`config.mk`:
```
export PLATFORM = sky130hd
export DESIGN_NAME = stepper_ramp_pulse_generator
export DESIGN_NICKNAME = d
export VERILOG_FILES = /design/src/rtl/srpg_pkg.sv /design/src/rtl/stepper_ramp_pulse_generator.sv /design/src/rtl/srpg_div.sv /design/src/rtl/srpg_seq.sv
export SDC_FILE = /design/constraint.sdc
export NUM_CORES = 2
export LEC_CHECK = 0
export BUFFER_PORTS_ARGS = -buffer_cell sky130_fd_sc_hd__clkbuf_2
export CORE_ASPECT_RATIO = 0.7
export CORE_UTILIZATION = 53
export DETAILED_ROUTE_END_ITERATION = 16
export GPL_TIMING_DRIVEN = 0
export PLACE_DENSITY = 0.69
export SLEW_MARGIN = 0
export SYNTH_ARGS = -nofsm -noshare
export SYNTH_HDL_FRONTEND = slang
export SYNTH_SLANG_ARGS = --single-unit
```
`constraint.sdc`:
```
create_clock -name clk -period 9.1 [get_ports clk]
set_input_delay 1.365 -clock clk [delete_from_list [all_inputs] [get_ports clk]]
set_output_delay 1.365 -clock clk [all_outputs]
set_load 0.01 [all_outputs]
```
`src/rtl/srpg_pkg.sv`:
```
// Package for the stepper ramp pulse generator.
// Holds field widths, register indexes, reset values and the structs shared
// by the sequencer and the top level. No dependencies.
package srpg_pkg;

	localparam int RPM_W     = 12;
	localparam int SPR_W     = 10;
	localparam int PW_W      = 8;
	localparam int RAMP_W    = 10;
	localparam int SLOW_W    = 4;
	localparam int CFG_W     = 10;
	localparam int CFG_IDX_W = 2;

	// Intervals in ticks; the slowest one is 15 * 60000000 < 2**30.
	localparam int INTV_W  = 30;
	localparam int MUL_A_W = 30;
	localparam int MUL_B_W = 12;
	localparam int PROD_W  = MUL_A_W + MUL_B_W;
	// Divider: span * k stays below 2**40, rpm * steps_per_rev below 2**22.
	localparam int DVD_W   = 40;
	localparam int DVS_W   = 22;

	localparam int unsigned TICKS_PER_MIN = 60000000;

	localparam logic [CFG_IDX_W-1:0] REG_STEPS_PER_REV  = 2'd0;
	localparam logic [CFG_IDX_W-1:0] REG_PULSE_WIDTH    = 2'd1;
	localparam logic [CFG_IDX_W-1:0] REG_RAMP_LIMIT     = 2'd2;
	localparam logic [CFG_IDX_W-1:0] REG_START_SLOWDOWN = 2'd3;

	localparam logic [SPR_W-1:0]  RST_STEPS_PER_REV  = 10'd200;
	localparam logic [PW_W-1:0]   RST_PULSE_WIDTH    = 8'd5;
	localparam logic [RAMP_W-1:0] RST_RAMP_LIMIT     = 10'd100;
	localparam logic [SLOW_W-1:0] RST_START_SLOWDOWN = 4'd4;

	typedef struct packed {
		logic [SPR_W-1:0]  steps_per_rev;
		logic [PW_W-1:0]   pulse_width;
		logic [RAMP_W-1:0] ramp_limit;
		logic [SLOW_W-1:0] start_slowdown;
	} srpg_cfg_t;

	typedef struct packed {
		logic step_out;
		logic dir_out;
		logic enable_n;
		logic busy_res;
		logic done_res;
		logic start_ignored;
	} srpg_res_t;

endpackage

```
`src/rtl/stepper_ramp_pulse_generator.sv`:
```
// Top level of the stepper ramp pulse generator: register file, result word
// register and the sequencer srpg_seq (with its divider). Uses srpg_pkg.
//
//   port group   direction  handshake            payload
//   input word   in         in_valid / in_stall  mode, step_count, max_rpm
//   result word  out        out_valid/out_stall  step_out, dir_out, enable_n,
//                                                busy_res, done_res, start_ignored
//   registers    in         cfg_we               cfg_index, cfg_data
//
// A tick that does not begin a step goes straight to the response state. A tick
// that begins a ramp step first runs the span multiply and the divider, and a start
// word also works out the step intervals; the divider gives one quotient bit per cycle.
// One word is in flight at a time: in_stall is high from acceptance until
// the result word is loaded into the output register.
// Reset puts the registers at their defaults and the driver off.
module stepper_ramp_pulse_generator #(
	parameter int STEP_COUNT_BITS = 24
) (
	input  logic                                 clk,
	input  logic                                 arst_n,
	input  logic                                 cfg_we,
	input  logic [srpg_pkg::CFG_IDX_W-1:0]       cfg_index,
	input  logic [srpg_pkg::CFG_W-1:0]           cfg_data,
	input  logic                                 in_valid,
	output logic                                 in_stall,
	input  logic                                 mode,
	input  logic signed [STEP_COUNT_BITS-1:0]    step_count,
	input  logic [srpg_pkg::RPM_W-1:0]           max_rpm,
	output logic                                 out_valid,
	input  logic                                 out_stall,
	output logic                                 step_out,
	output logic                                 dir_out,
	output logic                                 enable_n,
	output logic                                 busy_res,
	output logic                                 done_res,
	output logic                                 start_ignored
);
	import srpg_pkg::*;

	srpg_cfg_t cfg_q;
	srpg_res_t res;
	srpg_res_t res_q;
	logic      out_valid_q;
	logic      idle;
	logic      in_take;
	logic      res_ready;
	logic      res_load;

	always_ff @(posedge clk or negedge arst_n) begin
		if (!arst_n) begin
			cfg_q.steps_per_rev  <= RST_STEPS_PER_REV;
			cfg_q.pulse_width    <= RST_PULSE_WIDTH;
			cfg_q.ramp_limit     <= RST_RAMP_LIMIT;
			cfg_q.start_slowdown <= RST_START_SLOWDOWN;
		end else if (cfg_we) begin
			case (cfg_index)
			REG_STEPS_PER_REV:  cfg_q.steps_per_rev  <= cfg_data[SPR_W-1:0];
			REG_PULSE_WIDTH:    cfg_q.pulse_width    <= cfg_data[PW_W-1:0];
			REG_RAMP_LIMIT:     cfg_q.ramp_limit     <= cfg_data[RAMP_W-1:0];
			REG_START_SLOWDOWN: cfg_q.start_slowdown <= cfg_data[SLOW_W-1:0];
			default: begin
			end
			endcase
		end
	end

	assign in_stall  = !idle;
	assign in_take   = in_valid && idle;
	assign res_ready = !out_valid_q || !out_stall;

	srpg_seq #(
		.STEP_COUNT_BITS (STEP_COUNT_BITS)
	) u_seq (
		.clk        (clk),
		.arst_n     (arst_n),
		.cfg        (cfg_q),
		.in_take    (in_take),
		.mode       (mode),
		.step_count (step_count),
		.max_rpm    (max_rpm),
		.res_ready  (res_ready),
		.idle       (idle),
		.res_load   (res_load),
		.res        (res)
	);

	// Result word register: load when free or being taken, drop when taken
	always_ff @(posedge clk or negedge arst_n) begin
		if (!arst_n) begin
			out_valid_q <= 1'b0;
		end else if (res_load) begin
			out_valid_q <= 1'b1;
		end else if (!out_stall) begin
			out_valid_q <= 1'b0;
		end
	end

	always_ff @(posedge clk) begin
		if (res_load) begin
			res_q <= res;
		end
	end

	assign out_valid     = out_valid_q;
	assign step_out      = res_q.step_out;
	assign dir_out       = res_q.dir_out;
	assign enable_n      = res_q.enable_n;
	assign busy_res      = res_q.busy_res;
	assign done_res      = res_q.done_res;
	assign start_ignored = res_q.start_ignored;

endmodule

```
`src/rtl/srpg_div.sv`:
```
// Iterative restoring divider for the stepper ramp pulse generator.
// One quotient bit per cycle, DVD_W quotient bits per division. Uses srpg_pkg.
module srpg_div (
	input  logic                       clk,
	input  logic                       arst_n,
	input  logic                       start,
	input  logic [srpg_pkg::DVD_W-1:0] dividend,
	input  logic [srpg_pkg::DVS_W-1:0] divisor,
	output logic                       done,
	output logic [srpg_pkg::DVD_W-1:0] quotient
);
	import srpg_pkg::*;

	localparam int CNT_W = $clog2(DVD_W + 1);

	logic             busy_q;
	logic             done_q;
	logic [CNT_W-1:0] cnt_q;
	logic [DVS_W-1:0] dvs_q;
	logic [DVS_W-1:0] rem_q;
	logic [DVD_W-1:0] quo_q;
	logic [DVS_W:0]   shifted;
	logic [DVS_W:0]   diff;
	logic             fits;

	// Bring down the next dividend bit and try the subtract.
	assign shifted = {rem_q, quo_q[DVD_W-1]};
	assign diff    = shifted - {1'b0, dvs_q};
	assign fits    = shifted >= {1'b0, dvs_q};

	always_ff @(posedge clk or negedge arst_n) begin
		if (!arst_n) begin
			busy_q <= 1'b0;
			done_q <= 1'b0;
			cnt_q  <= '0;
		end else if (start) begin
			busy_q <= 1'b1;
			done_q <= 1'b0;
			cnt_q  <= CNT_W'(DVD_W);
		end else if (busy_q) begin
			cnt_q <= cnt_q - CNT_W'(1);
			if (cnt_q == CNT_W'(1)) begin
				busy_q <= 1'b0;
				done_q <= 1'b1;
			end else begin
				done_q <= 1'b0;
			end
		end else begin
			done_q <= 1'b0;
		end
	end

	always_ff @(posedge clk) begin
		if (start) begin
			dvs_q <= divisor;
			rem_q <= '0;
			quo_q <= dividend;
		end else if (busy_q) begin
			rem_q <= fits ? diff[DVS_W-1:0] : shifted[DVS_W-1:0];
			quo_q <= {quo_q[DVD_W-2:0], fits};
		end
	end

	assign done     = done_q;
	assign quotient = quo_q;

endmodule

```
`src/rtl/srpg_seq.sv`:
```
// Sequencer and move state of the stepper ramp pulse generator.
// Drives one shared multiplier and the shared divider srpg_div to work out
// step intervals. Uses srpg_pkg.
module srpg_seq #(
	parameter int STEP_COUNT_BITS = 24
) (
	input  logic                              clk,
	input  logic                              arst_n,
	input  srpg_pkg::srpg_cfg_t               cfg,
	input  logic                              in_take,
	input  logic                              mode,
	input  logic signed [STEP_COUNT_BITS-1:0] step_count,
	input  logic [srpg_pkg::RPM_W-1:0]        max_rpm,
	input  logic                              res_ready,
	output logic                              idle,
	output logic                              res_load,
	output srpg_pkg::srpg_res_t               res
);
	import srpg_pkg::*;

	localparam int IDX_W  = STEP_COUNT_BITS;
	localparam int WIDE_W = ((IDX_W > RAMP_W) ? IDX_W : RAMP_W) + 1;

	localparam logic [2:0] ST_IDLE     = 3'd0;
	localparam logic [2:0] ST_RPM_MUL  = 3'd1;
	localparam logic [2:0] ST_FAST_DIV = 3'd2;
	localparam logic [2:0] ST_SLOW_MUL = 3'd3;
	localparam logic [2:0] ST_STEP_SEL = 3'd4;
	localparam logic [2:0] ST_SPAN_MUL = 3'd5;
	localparam logic [2:0] ST_SPAN_DIV = 3'd6;
	localparam logic [2:0] ST_RESP     = 3'd7;

	logic [2:0]         state_q;
	logic               moving_q;
	logic               driver_off_q;
	logic               dir_q;
	logic               pulse_high_q;
	logic               done_q;
	logic               ign_q;
	logic               div_go_q;
	logic [IDX_W-1:0]   total_q;
	logic [IDX_W-1:0]   idx_q;
	logic [RAMP_W-1:0]  ramp_q;
	logic [INTV_W-1:0]  fast_q;
	logic [INTV_W-1:0]  slow_q;
	logic [INTV_W-1:0]  cur_q;
	logic [INTV_W-1:0]  timer_q;
	logic [MUL_A_W-1:0] op_a_q;
	logic [MUL_B_W-1:0] op_b_q;
	logic [PROD_W-1:0]  prod_q;

	logic [IDX_W-1:0]   cnt_raw;
	logic               neg;
	logic [IDX_W-1:0]   mag;
	logic [WIDE_W-1:0]  half_w;
	logic [WIDE_W-1:0]  lim_w;
	logic [RAMP_W-1:0]  ramp_new;
	logic [RPM_W-1:0]   rpm_eff;
	logic [SPR_W-1:0]   spr_eff;
	logic [SLOW_W-1:0]  slow_eff;
	logic [PW_W-1:0]    pw_eff;
	logic [INTV_W-1:0]  pw_w;
	logic [INTV_W-1:0]  timer_dec;
	logic [INTV_W-1:0]  low_time;
	logic [IDX_W:0]     idx_inc;
	logic               step_last;
	logic [WIDE_W-1:0]  i_w;
	logic [WIDE_W-1:0]  r_w;
	logic [WIDE_W-1:0]  t_w;
	logic [WIDE_W-1:0]  tail_w;
	logic               in_accel;
	logic               in_decel;
	logic               use_ramp;
	logic [RAMP_W-1:0]  k_sel;
	logic [PROD_W-1:0]  mul_p;
	logic               div_done;
	logic [DVD_W-1:0]   div_dvd;
	logic [DVS_W-1:0]   div_dvs;
	logic [DVD_W-1:0]   div_quo;

	// Start word decode
	assign cnt_raw  = step_count;
	assign neg      = cnt_raw[IDX_W-1];
	assign mag      = neg ? (~cnt_raw + IDX_W'(1)) : cnt_raw;
	assign half_w   = WIDE_W'(mag >> 1);
	assign lim_w    = WIDE_W'(cfg.ramp_limit);
	assign ramp_new = (half_w < lim_w) ? half_w[RAMP_W-1:0] : cfg.ramp_limit;

	// Zero settings count as one
	assign rpm_eff  = (max_rpm == '0) ? RPM_W'(1) : max_rpm;
	assign spr_eff  = (cfg.steps_per_rev == '0) ? SPR_W'(1) : cfg.steps_per_rev;
	assign slow_eff = (cfg.start_slowdown == '0) ? SLOW_W'(1) : cfg.start_slowdown;
	assign pw_eff   = (cfg.pulse_width == '0) ? PW_W'(1) : cfg.pulse_width;
	assign pw_w     = INTV_W'(pw_eff);

	// Tick path
	assign timer_dec = timer_q - INTV_W'(1);
	assign low_time  = (cur_q > pw_w) ? (cur_q - pw_w) : INTV_W'(1);
	assign idx_inc   = {1'b0, idx_q} + (IDX_W + 1)'(1);
	assign step_last = idx_inc >= {1'b0, total_q};

	// Ramp position of the step about to start
	assign i_w      = WIDE_W'(idx_q);
	assign r_w      = WIDE_W'(ramp_q);
	assign t_w      = WIDE_W'(total_q);
	assign tail_w   = t_w - i_w - WIDE_W'(1);
	assign in_accel = i_w < r_w;
	assign in_decel = (i_w + r_w) >= t_w;
	assign use_ramp = (ramp_q != '0) && (in_accel || in_decel);
	assign k_sel    = in_accel ? i_w[RAMP_W-1:0] : tail_w[RAMP_W-1:0];

	// Shared multiplier
	assign mul_p = op_a_q * op_b_q;

	assign div_dvd = (state_q == ST_FAST_DIV) ? DVD_W'(TICKS_PER_MIN) : prod_q[DVD_W-1:0];
	assign div_dvs = (state_q == ST_FAST_DIV) ? prod_q[DVS_W-1:0] : DVS_W'(ramp_q);

	srpg_div u_div (
		.clk      (clk),
		.arst_n   (arst_n),
		.start    (div_go_q),
		.dividend (div_dvd),
		.divisor  (div_dvs),
		.done     (div_done),
		.quotient (div_quo)
	);

	always_ff @(posedge clk or negedge arst_n) begin
		if (!arst_n) begin
			state_q      <= ST_IDLE;
			moving_q     <= 1'b0;
			driver_off_q <= 1'b1;
			dir_q        <= 1'b0;
			pulse_high_q <= 1'b0;
			done_q       <= 1'b0;
			ign_q        <= 1'b0;
			div_go_q     <= 1'b0;
			total_q      <= '0;
			idx_q        <= '0;
			ramp_q       <= '0;
			fast_q       <= '0;
			slow_q       <= '0;
			cur_q        <= '0;
			timer_q      <= '0;
			op_a_q       <= '0;
			op_b_q       <= '0;
			prod_q       <= '0;
		end else begin
			div_go_q <= 1'b0;
			case (state_q)
			ST_IDLE: begin
				if (in_take) begin
					done_q  <= 1'b0;
					ign_q   <= 1'b0;
					state_q <= ST_RESP;
					if (!mode) begin
						if (moving_q) begin
							ign_q <= 1'b1;
						end else begin
							dir_q   <= !neg && (cnt_raw != '0);
							total_q <= mag;
							idx_q   <= '0;
							ramp_q  <= ramp_new;
							if (mag == '0) begin
								done_q       <= 1'b1;
								pulse_high_q <= 1'b0;
								timer_q      <= '0;
								driver_off_q <= 1'b1;
							end else begin
								moving_q     <= 1'b1;
								driver_off_q <= 1'b0;
								op_a_q       <= MUL_A_W'(rpm_eff);
								op_b_q       <= MUL_B_W'(spr_eff);
								state_q      <= ST_RPM_MUL;
							end
						end
					end else if (moving_q) begin
						if (timer_dec != '0) begin
							timer_q <= timer_dec;
						end else if (pulse_high_q) begin
							pulse_high_q <= 1'b0;
							timer_q      <= low_time;
						end else begin
							idx_q   <= idx_inc[IDX_W-1:0];
							timer_q <= timer_dec;
							if (step_last) begin
								moving_q     <= 1'b0;
								driver_off_q <= 1'b1;
								done_q       <= 1'b1;
							end else begin
								state_q <= ST_STEP_SEL;
							end
						end
					end
				end
			end
			ST_RPM_MUL: begin
				prod_q   <= mul_p;
				div_go_q <= 1'b1;
				state_q  <= ST_FAST_DIV;
			end
			ST_FAST_DIV: begin
				if (div_done) begin
					fast_q  <= div_quo[INTV_W-1:0];
					op_a_q  <= MUL_A_W'(div_quo[INTV_W-1:0]);
					op_b_q  <= MUL_B_W'(slow_eff);
					state_q <= ST_SLOW_MUL;
				end
			end
			ST_SLOW_MUL: begin
				slow_q  <= mul_p[INTV_W-1:0];
				state_q <= ST_STEP_SEL;
			end
			ST_STEP_SEL: begin
				if (use_ramp) begin
					op_a_q  <= MUL_A_W'(slow_q - fast_q);
					op_b_q  <= MUL_B_W'(k_sel);
					state_q <= ST_SPAN_MUL;
				end else begin
					cur_q        <= fast_q;
					pulse_high_q <= 1'b1;
					timer_q      <= pw_w;
					state_q      <= ST_RESP;
				end
			end
			ST_SPAN_MUL: begin
				prod_q   <= mul_p;
				div_go_q <= 1'b1;
				state_q  <= ST_SPAN_DIV;
			end
			ST_SPAN_DIV: begin
				if (div_done) begin
					cur_q        <= slow_q - div_quo[INTV_W-1:0];
					pulse_high_q <= 1'b1;
					timer_q      <= pw_w;
					state_q      <= ST_RESP;
				end
			end
			ST_RESP: begin
				if (res_ready) begin
					state_q <= ST_IDLE;
				end
			end
			default: begin
				state_q <= ST_IDLE;
			end
			endcase
		end
	end

	assign idle     = state_q == ST_IDLE;
	assign res_load = (state_q == ST_RESP) && res_ready;

	always_comb begin
		res.step_out      = pulse_high_q;
		res.dir_out       = dir_q;
		res.enable_n      = driver_off_q;
		res.busy_res      = moving_q;
		res.done_res      = done_q;
		res.start_ignored = ign_q;
	end

endmodule

```
# ---- Word-level counts from Yosys, hierarchy flattened
# Cells that the tools add are included.
dict set report totals {
  in_bits 54
  regBits 401
  word_cells 226
}
dict set report op_classes {
  n_eq_ne 30
  bitwise 3
  muxes 100
  magnitude_cmp 6
  n_addsub 11
  n_reduce_logical 39
  mul 1
}
# operator count
set ops {}
lappend ops {{30-bit 2-to-1 mux} 18}
lappend ops {{30-bit one-hot mux with 3 select lines} 2}
lappend ops {{24-bit 2-to-1 mux} 6}
lappend ops {{40-bit 2-to-1 mux} 3}
lappend ops {{12-bit 2-to-1 mux} 7}
lappend ops {{30-bit one-hot mux with 2 select lines} 1}
lappend ops {{30-bit subtractor} 2}
lappend ops {{25-bit by 24-bit greater-or-equal comparator with 1-bit output} 2}
lappend ops {{30-bit by 12-bit multiplier with 40-bit output} 1}
lappend ops {{10-bit 2-to-1 mux} 4}
lappend ops {{1-bit 2-to-1 mux} 39}
lappend ops {{12-bit one-hot mux with 3 select lines} 1}
lappend ops {{30-bit by 8-bit greater-than comparator with 1-bit output} 1}
lappend ops {{3-bit 2-to-1 mux} 10}
lappend ops {{30-bit nonzero test} 1}
lappend ops {{30-bit by 1-bit subtractor with 30-bit output (second input constant)} 1}
lappend ops {{30-bit by 8-bit subtractor with 30-bit output} 1}
lappend ops {{24-bit by 1-bit adder with 25-bit output (second input constant)} 1}
lappend ops {{24-bit by 10-bit adder with 25-bit output} 1}
lappend ops {{24-bit by 1-bit adder with 24-bit output (second input constant)} 1}
lappend ops {{24-bit logical NOT} 1}
lappend ops {{24-bit by 10-bit less-than comparator with 1-bit output} 1}
lappend ops {{24-bit NOT} 1}
lappend ops {{3-bit one-hot mux with 8 select lines} 1}
lappend ops {{43 further kinds} 83}

# ---- Longest topological paths before layout
dict set report logic_depth {
  depth_word 10
  mapped_depth 23
}

# ---- Cells and area by module
# From an unflattened synthesis, not the netlist that was laid out.
dict set report unflattened {
  cells_unflattened 4226
  hier_area_um2 36438.7
}
# module area_each_um2 instances cells_each
set by_module_without_submodules {}
lappend by_module_without_submodules {srpg_seq 29884.9 1 3702}
lappend by_module_without_submodules {srpg_div 5097.4 1 443}
lappend by_module_without_submodules {stepper_ramp_pulse_generator 1456.4 1 81}

# ---- Worst setup path after synthesis
# OpenSTA, ideal clock, no wires.
dict set report synth_timing {
  path_kind {register to register}
  startpoint {register u_seq.op_b_q[5]}
  endpoint {register u_seq.prod_q[35]}
  slack_ps 3234
  path_stages_with_launch 20
  n_path_buf 1
  t_required_ps 8967
  setup_ps 133
  t_arrival_ps 5733
  path_cell_list {dfrtp_1 clkbuf_1 nand2_1 fa_1 fa_1 fa_1 inv_1 fa_1 inv_1 fa_1 inv_1 ha_1 a21o_1 o41ai_1 a211oi_1 o32a_1 a21bo_2 a311oi_1 xor2_1 o21ai_0}
}
dict set report synth_between {
  elab_chain_cells 1
}
# element line_no
set synth_lines {}
lappend synth_lines {{from (decl)} srpg_seq.sv:49} ;# logic [MUL_B_W-1:0] op_b_q;
lappend synth_lines {{from (signal assigned)} srpg_seq.sv:173} ;# op_b_q <= MUL_B_W'(spr_eff);
lappend synth_lines {{from (signal assigned)} srpg_seq.sv:206} ;# op_b_q <= MUL_B_W'(slow_eff);
lappend synth_lines {{from (signal assigned)} srpg_seq.sv:217} ;# op_b_q <= MUL_B_W'(k_sel);
lappend synth_lines {{30-bit by 12-bit multiplier with 40-bit output} srpg_seq.sv:113} ;# assign mul_p = op_a_q * op_b_q;
lappend synth_lines {{to (signal assigned)} srpg_seq.sv:198} ;# prod_q <= mul_p;
lappend synth_lines {{to (signal assigned)} srpg_seq.sv:227} ;# prod_q <= mul_p;
lappend synth_lines {{to (decl)} srpg_seq.sv:50} ;# logic [PROD_W-1:0] prod_q;
# Every way passes these cells.
# A chain may end at the register's enable or synchronous reset.

# ---- Final worst setup path
dict set report layout_timing {
  startpoint {register u_seq.op_b_q[4]}
  endpoint {register u_seq.slow_q[27]}
}
dict set report layout_between {
  elab_chain_cells 1
}
# element line_no
set layout_lines {}
lappend layout_lines {{30-bit by 12-bit multiplier with 40-bit output} srpg_seq.sv:113}
lappend layout_lines {{to (signal assigned)} srpg_seq.sv:211} ;# slow_q <= mul_p[INTV_W-1:0];
lappend layout_lines {{to (decl)} srpg_seq.sv:45} ;# logic [INTV_W-1:0] slow_q;
# Every way passes these cells.

==> impl_metrics.toml <==
[setup_path]
critPathKind = "reg -> reg"
endpoint_kind = "register"
cp_max_fo = 10
critPathLaunchType = "register"
cpMostUsedCell = "fa_1"
crit_chain = "clkbuf_1 -> nand2_1 -> fa_1 -> fa_1 -> fa_1 -> inv_1 -> fa_1 -> inv_1 -> fa_1 -> inv_1 -> ha_1 -> nand2_1 -> o21ai_0 -> o41ai_1 -> a211oi_1 -> o2111ai_1 -> a31oi_1 -> a31oi_1 -> xor2_1 -> o21ai_0"
cpMaxStageDelayCell = "a211oi_1"
cp.required_ps = 9540
worstPathArrival_ps = 7730
slowest_delay_ps = 1000

[floorplan]
start_util_pct = 53.6
die_x_um = 316
num_rows = 80
boundaryPins = 62
dieArea_mm2 = 0.0701
fp.dieH_um = 222
core_area_mm2 = 0.0682

[logic_synthesis]
synth-warning-count = 0
ys_ff_latch = 399
synth_edf_count = 68
ys_types = 98
synth-async-reset-ratio_pct = 77.4
synth_ff_type = "dfrtp_1"
syn_avg_cell_area_um2 = 8.52
netlist_area_mm2 = 0.0366
syn_inst = 4293
syn_nets = 4854
seq_area_frac_synth_pct = 28.0

[cts]
ctsHoldBuffers = 0
cts-buffers-inserted = 43
clock-root-buffer = "clkbuf_16"
cts.path.max_buffers = 3
clock_sink_count = 399
cts_tree = "yes"
insertion_delay_ps = 600
ctsResizeCount = 0
post-cts-setup-buffers = 0
clk_pin_slew_ps = 60
htree_num_levels = 2

[detailed_routing]
drt-total-wl_um = 118000
drc = 0
drt_first_pass_iters = 9
wire_per_inst_um = 22.2
met2_length_um = 44800
drt.antenna.violating_nets = 0
via_per_inst = 6.11
drtIter0Drc = 3864
vias = 32577
top_layer = "met5"
m1WireLength_um = 55500
wl_met3_um = 16100

[cells_and_area]
final_cells = 5334
area_growth_pct = 8.31
fin_nets = 4958
most-common-layout-cells = "nand2_1, inv_1, o21ai_0"
mostFrequentLayoutCell = "nand2_1"
drive_gt1_share_pct = 5.87

[timing]
rsz0062_at_grt = "no"
finalHoldWorstSlack_ps = 474
setup_ws_ps = 1820
maxSlewHeadroom_pct = 18.0
slew_violations = 0
clock.fmax_mhz = 137
finalSetupViolCount = 0
finalCritPeriodShare_pct = 80.0
hold_violations = 0
min_period_ps = 7280
tightest_slew_ps = 1220
fin_skew_ps = 13.8

[pwr]
ir_drop_mv = 0.661
pwr_density_cell_mw_per_mm2 = 407
p_leak_nw = 18.1
totalPowerFinal_mw = 16.1

[placed_design]
dp_hpwl_um = 95100
port_buffers = 55
dpl_worst_slack_ps = 1900
placed_cells = 5254
gp_congestion = 0.990

[global_route]
grt_usage_pct = 34.1
grt.overflow.total = 0
first_global_vias = 30251
antenna_found_initial = 11
grt_pass1_wl_um = 183000
grt_max_degree = 93

[status]
status = "completed"

[job]
maxCapViolCount = 0

[min_path]
hold_path.class = "reg -> reg"
[final timing paths]
check / start / end / slack, ps / depth (start not counted)
min: u_seq.ign_q / start_ignored / 470 / 0
max reg2reg: u_seq.op_b_q[4] / u_seq.slow_q[27] / 1820 / 20
max: u_seq.op_b_q[4] / u_seq.slow_q[27] / 1820 / 20
min in group asynchronous: arst_n / u_seq.timer_q[17] / 740 / 1
max in group asynchronous: arst_n / cfg_q[9] / 7130 / 3
min reg2reg: u_seq.ign_q / start_ignored / 470 / 0
[state kept, by name, indices dropped and copies added, names as in the netlist, 22 cells and up]
signal	flops
u_seq.u_div.rem_q	22
u_seq.slow_q	30
u_seq.idx_q	24
u_seq.u_div.quotient	40
u_seq.total_q	24
u_seq.timer_q	30
u_seq.fast_q	30
u_seq.cur_q	30
u_seq.u_div.dvs_q	22
cfg_q	32
u_seq.prod_q	40
u_seq.op_a_q	30
[through the flow]
| stage | area [um2] | setup TNS [ps] | util (%) |
|---|---|---|---|
| finish | 39600 | 0 | 58.1 |
| global route | 39600 | 0 | 58.1 |
| CTS | 39600 | 0 | 58.1 |
| detailed placement | 38100 | 0 | 55.9 |
| global placement | 38000 | -107170 | 55.7 |
| floorplan | 36600 | 0 | - |
[report_power, final]
group	total, mW	leakage (nW)	switching [mW]	internal (mW)
sequential	3.11	4.83	0.645	2.46
combinational	11.1	12.5	7.23	3.84
clock	1.94	0.721	0.806	1.14
[Yosys cell counts, types with 43 or more instances]
library cell    n  share of area, %
a211oi_1       43              0.88
a21o_1         60               1.2
a21oi_1       196               2.7
and2_1         96               1.6
clkbuf_1      196               2.0
dfrtp_1       299                20
edfxtp_1       68               5.6
fa_1          231                13
ha_1          276               9.4
inv_1         505               5.2
mux2_2         49               1.5
nand2_1       630               6.5
nand3_1        60              0.82
nor2_1        219               2.2
nor3_1         70              0.96
o21ai_0       355               4.9
xnor2_1        98               2.3
xor2_1         72               1.7
[area by class of cell]
cell class | instances | area, um2
Multi-Input combinational cell | 3163 | 23500
Antenna cell | 2 | 5.00
Inverter | 506 | 1900
Sequential cell | 399 | 10200
Timing Repair Buffer | 59 | 387
Clock inverter | 21 | 293
Clock buffer | 57 | 1210
Buffer | 225 | 901
Fill cell | 6149 | 28600
Tap cell | 902 | 1130
[worst max-delay path: cells and delay by family (launching register included)]
kind	cells	cell delay, ps
buffers and inverters	4	750
DFF	1	450
AOI/OAI and AO/OA	7	2350
and+or+nand+nor	2	240
xor gates and xnor gates	1	390
adders and majority gates	6	2960
[layer usage]
metal | GRT usage (%) | vias up
li1 | - | 14897
met5 | 0.758 | -
met4 | 6.20 | 2
met2 | 43.6 | 1646
met1 | 54.3 | 15884
met3 | 11.6 | 148
[cells by family (layout without fill, tap and decap cells)]
group                      Yosys count  after routing  share of synthesized area, %
buffers and inverters              731            868                          7.66
AOI/OAI and AO/OA                 1020           1020                          17.7
xor gates and xnor gates           170            170                          4.07
other                                0              2                             0
and+or+nand+nor                   1382           1382                          18.0
adders and majority gates          507            507                          22.1
DFF                                399            399                          28.0
muxes                               84             84                          2.47
Power figures use the tool's default switching activity.
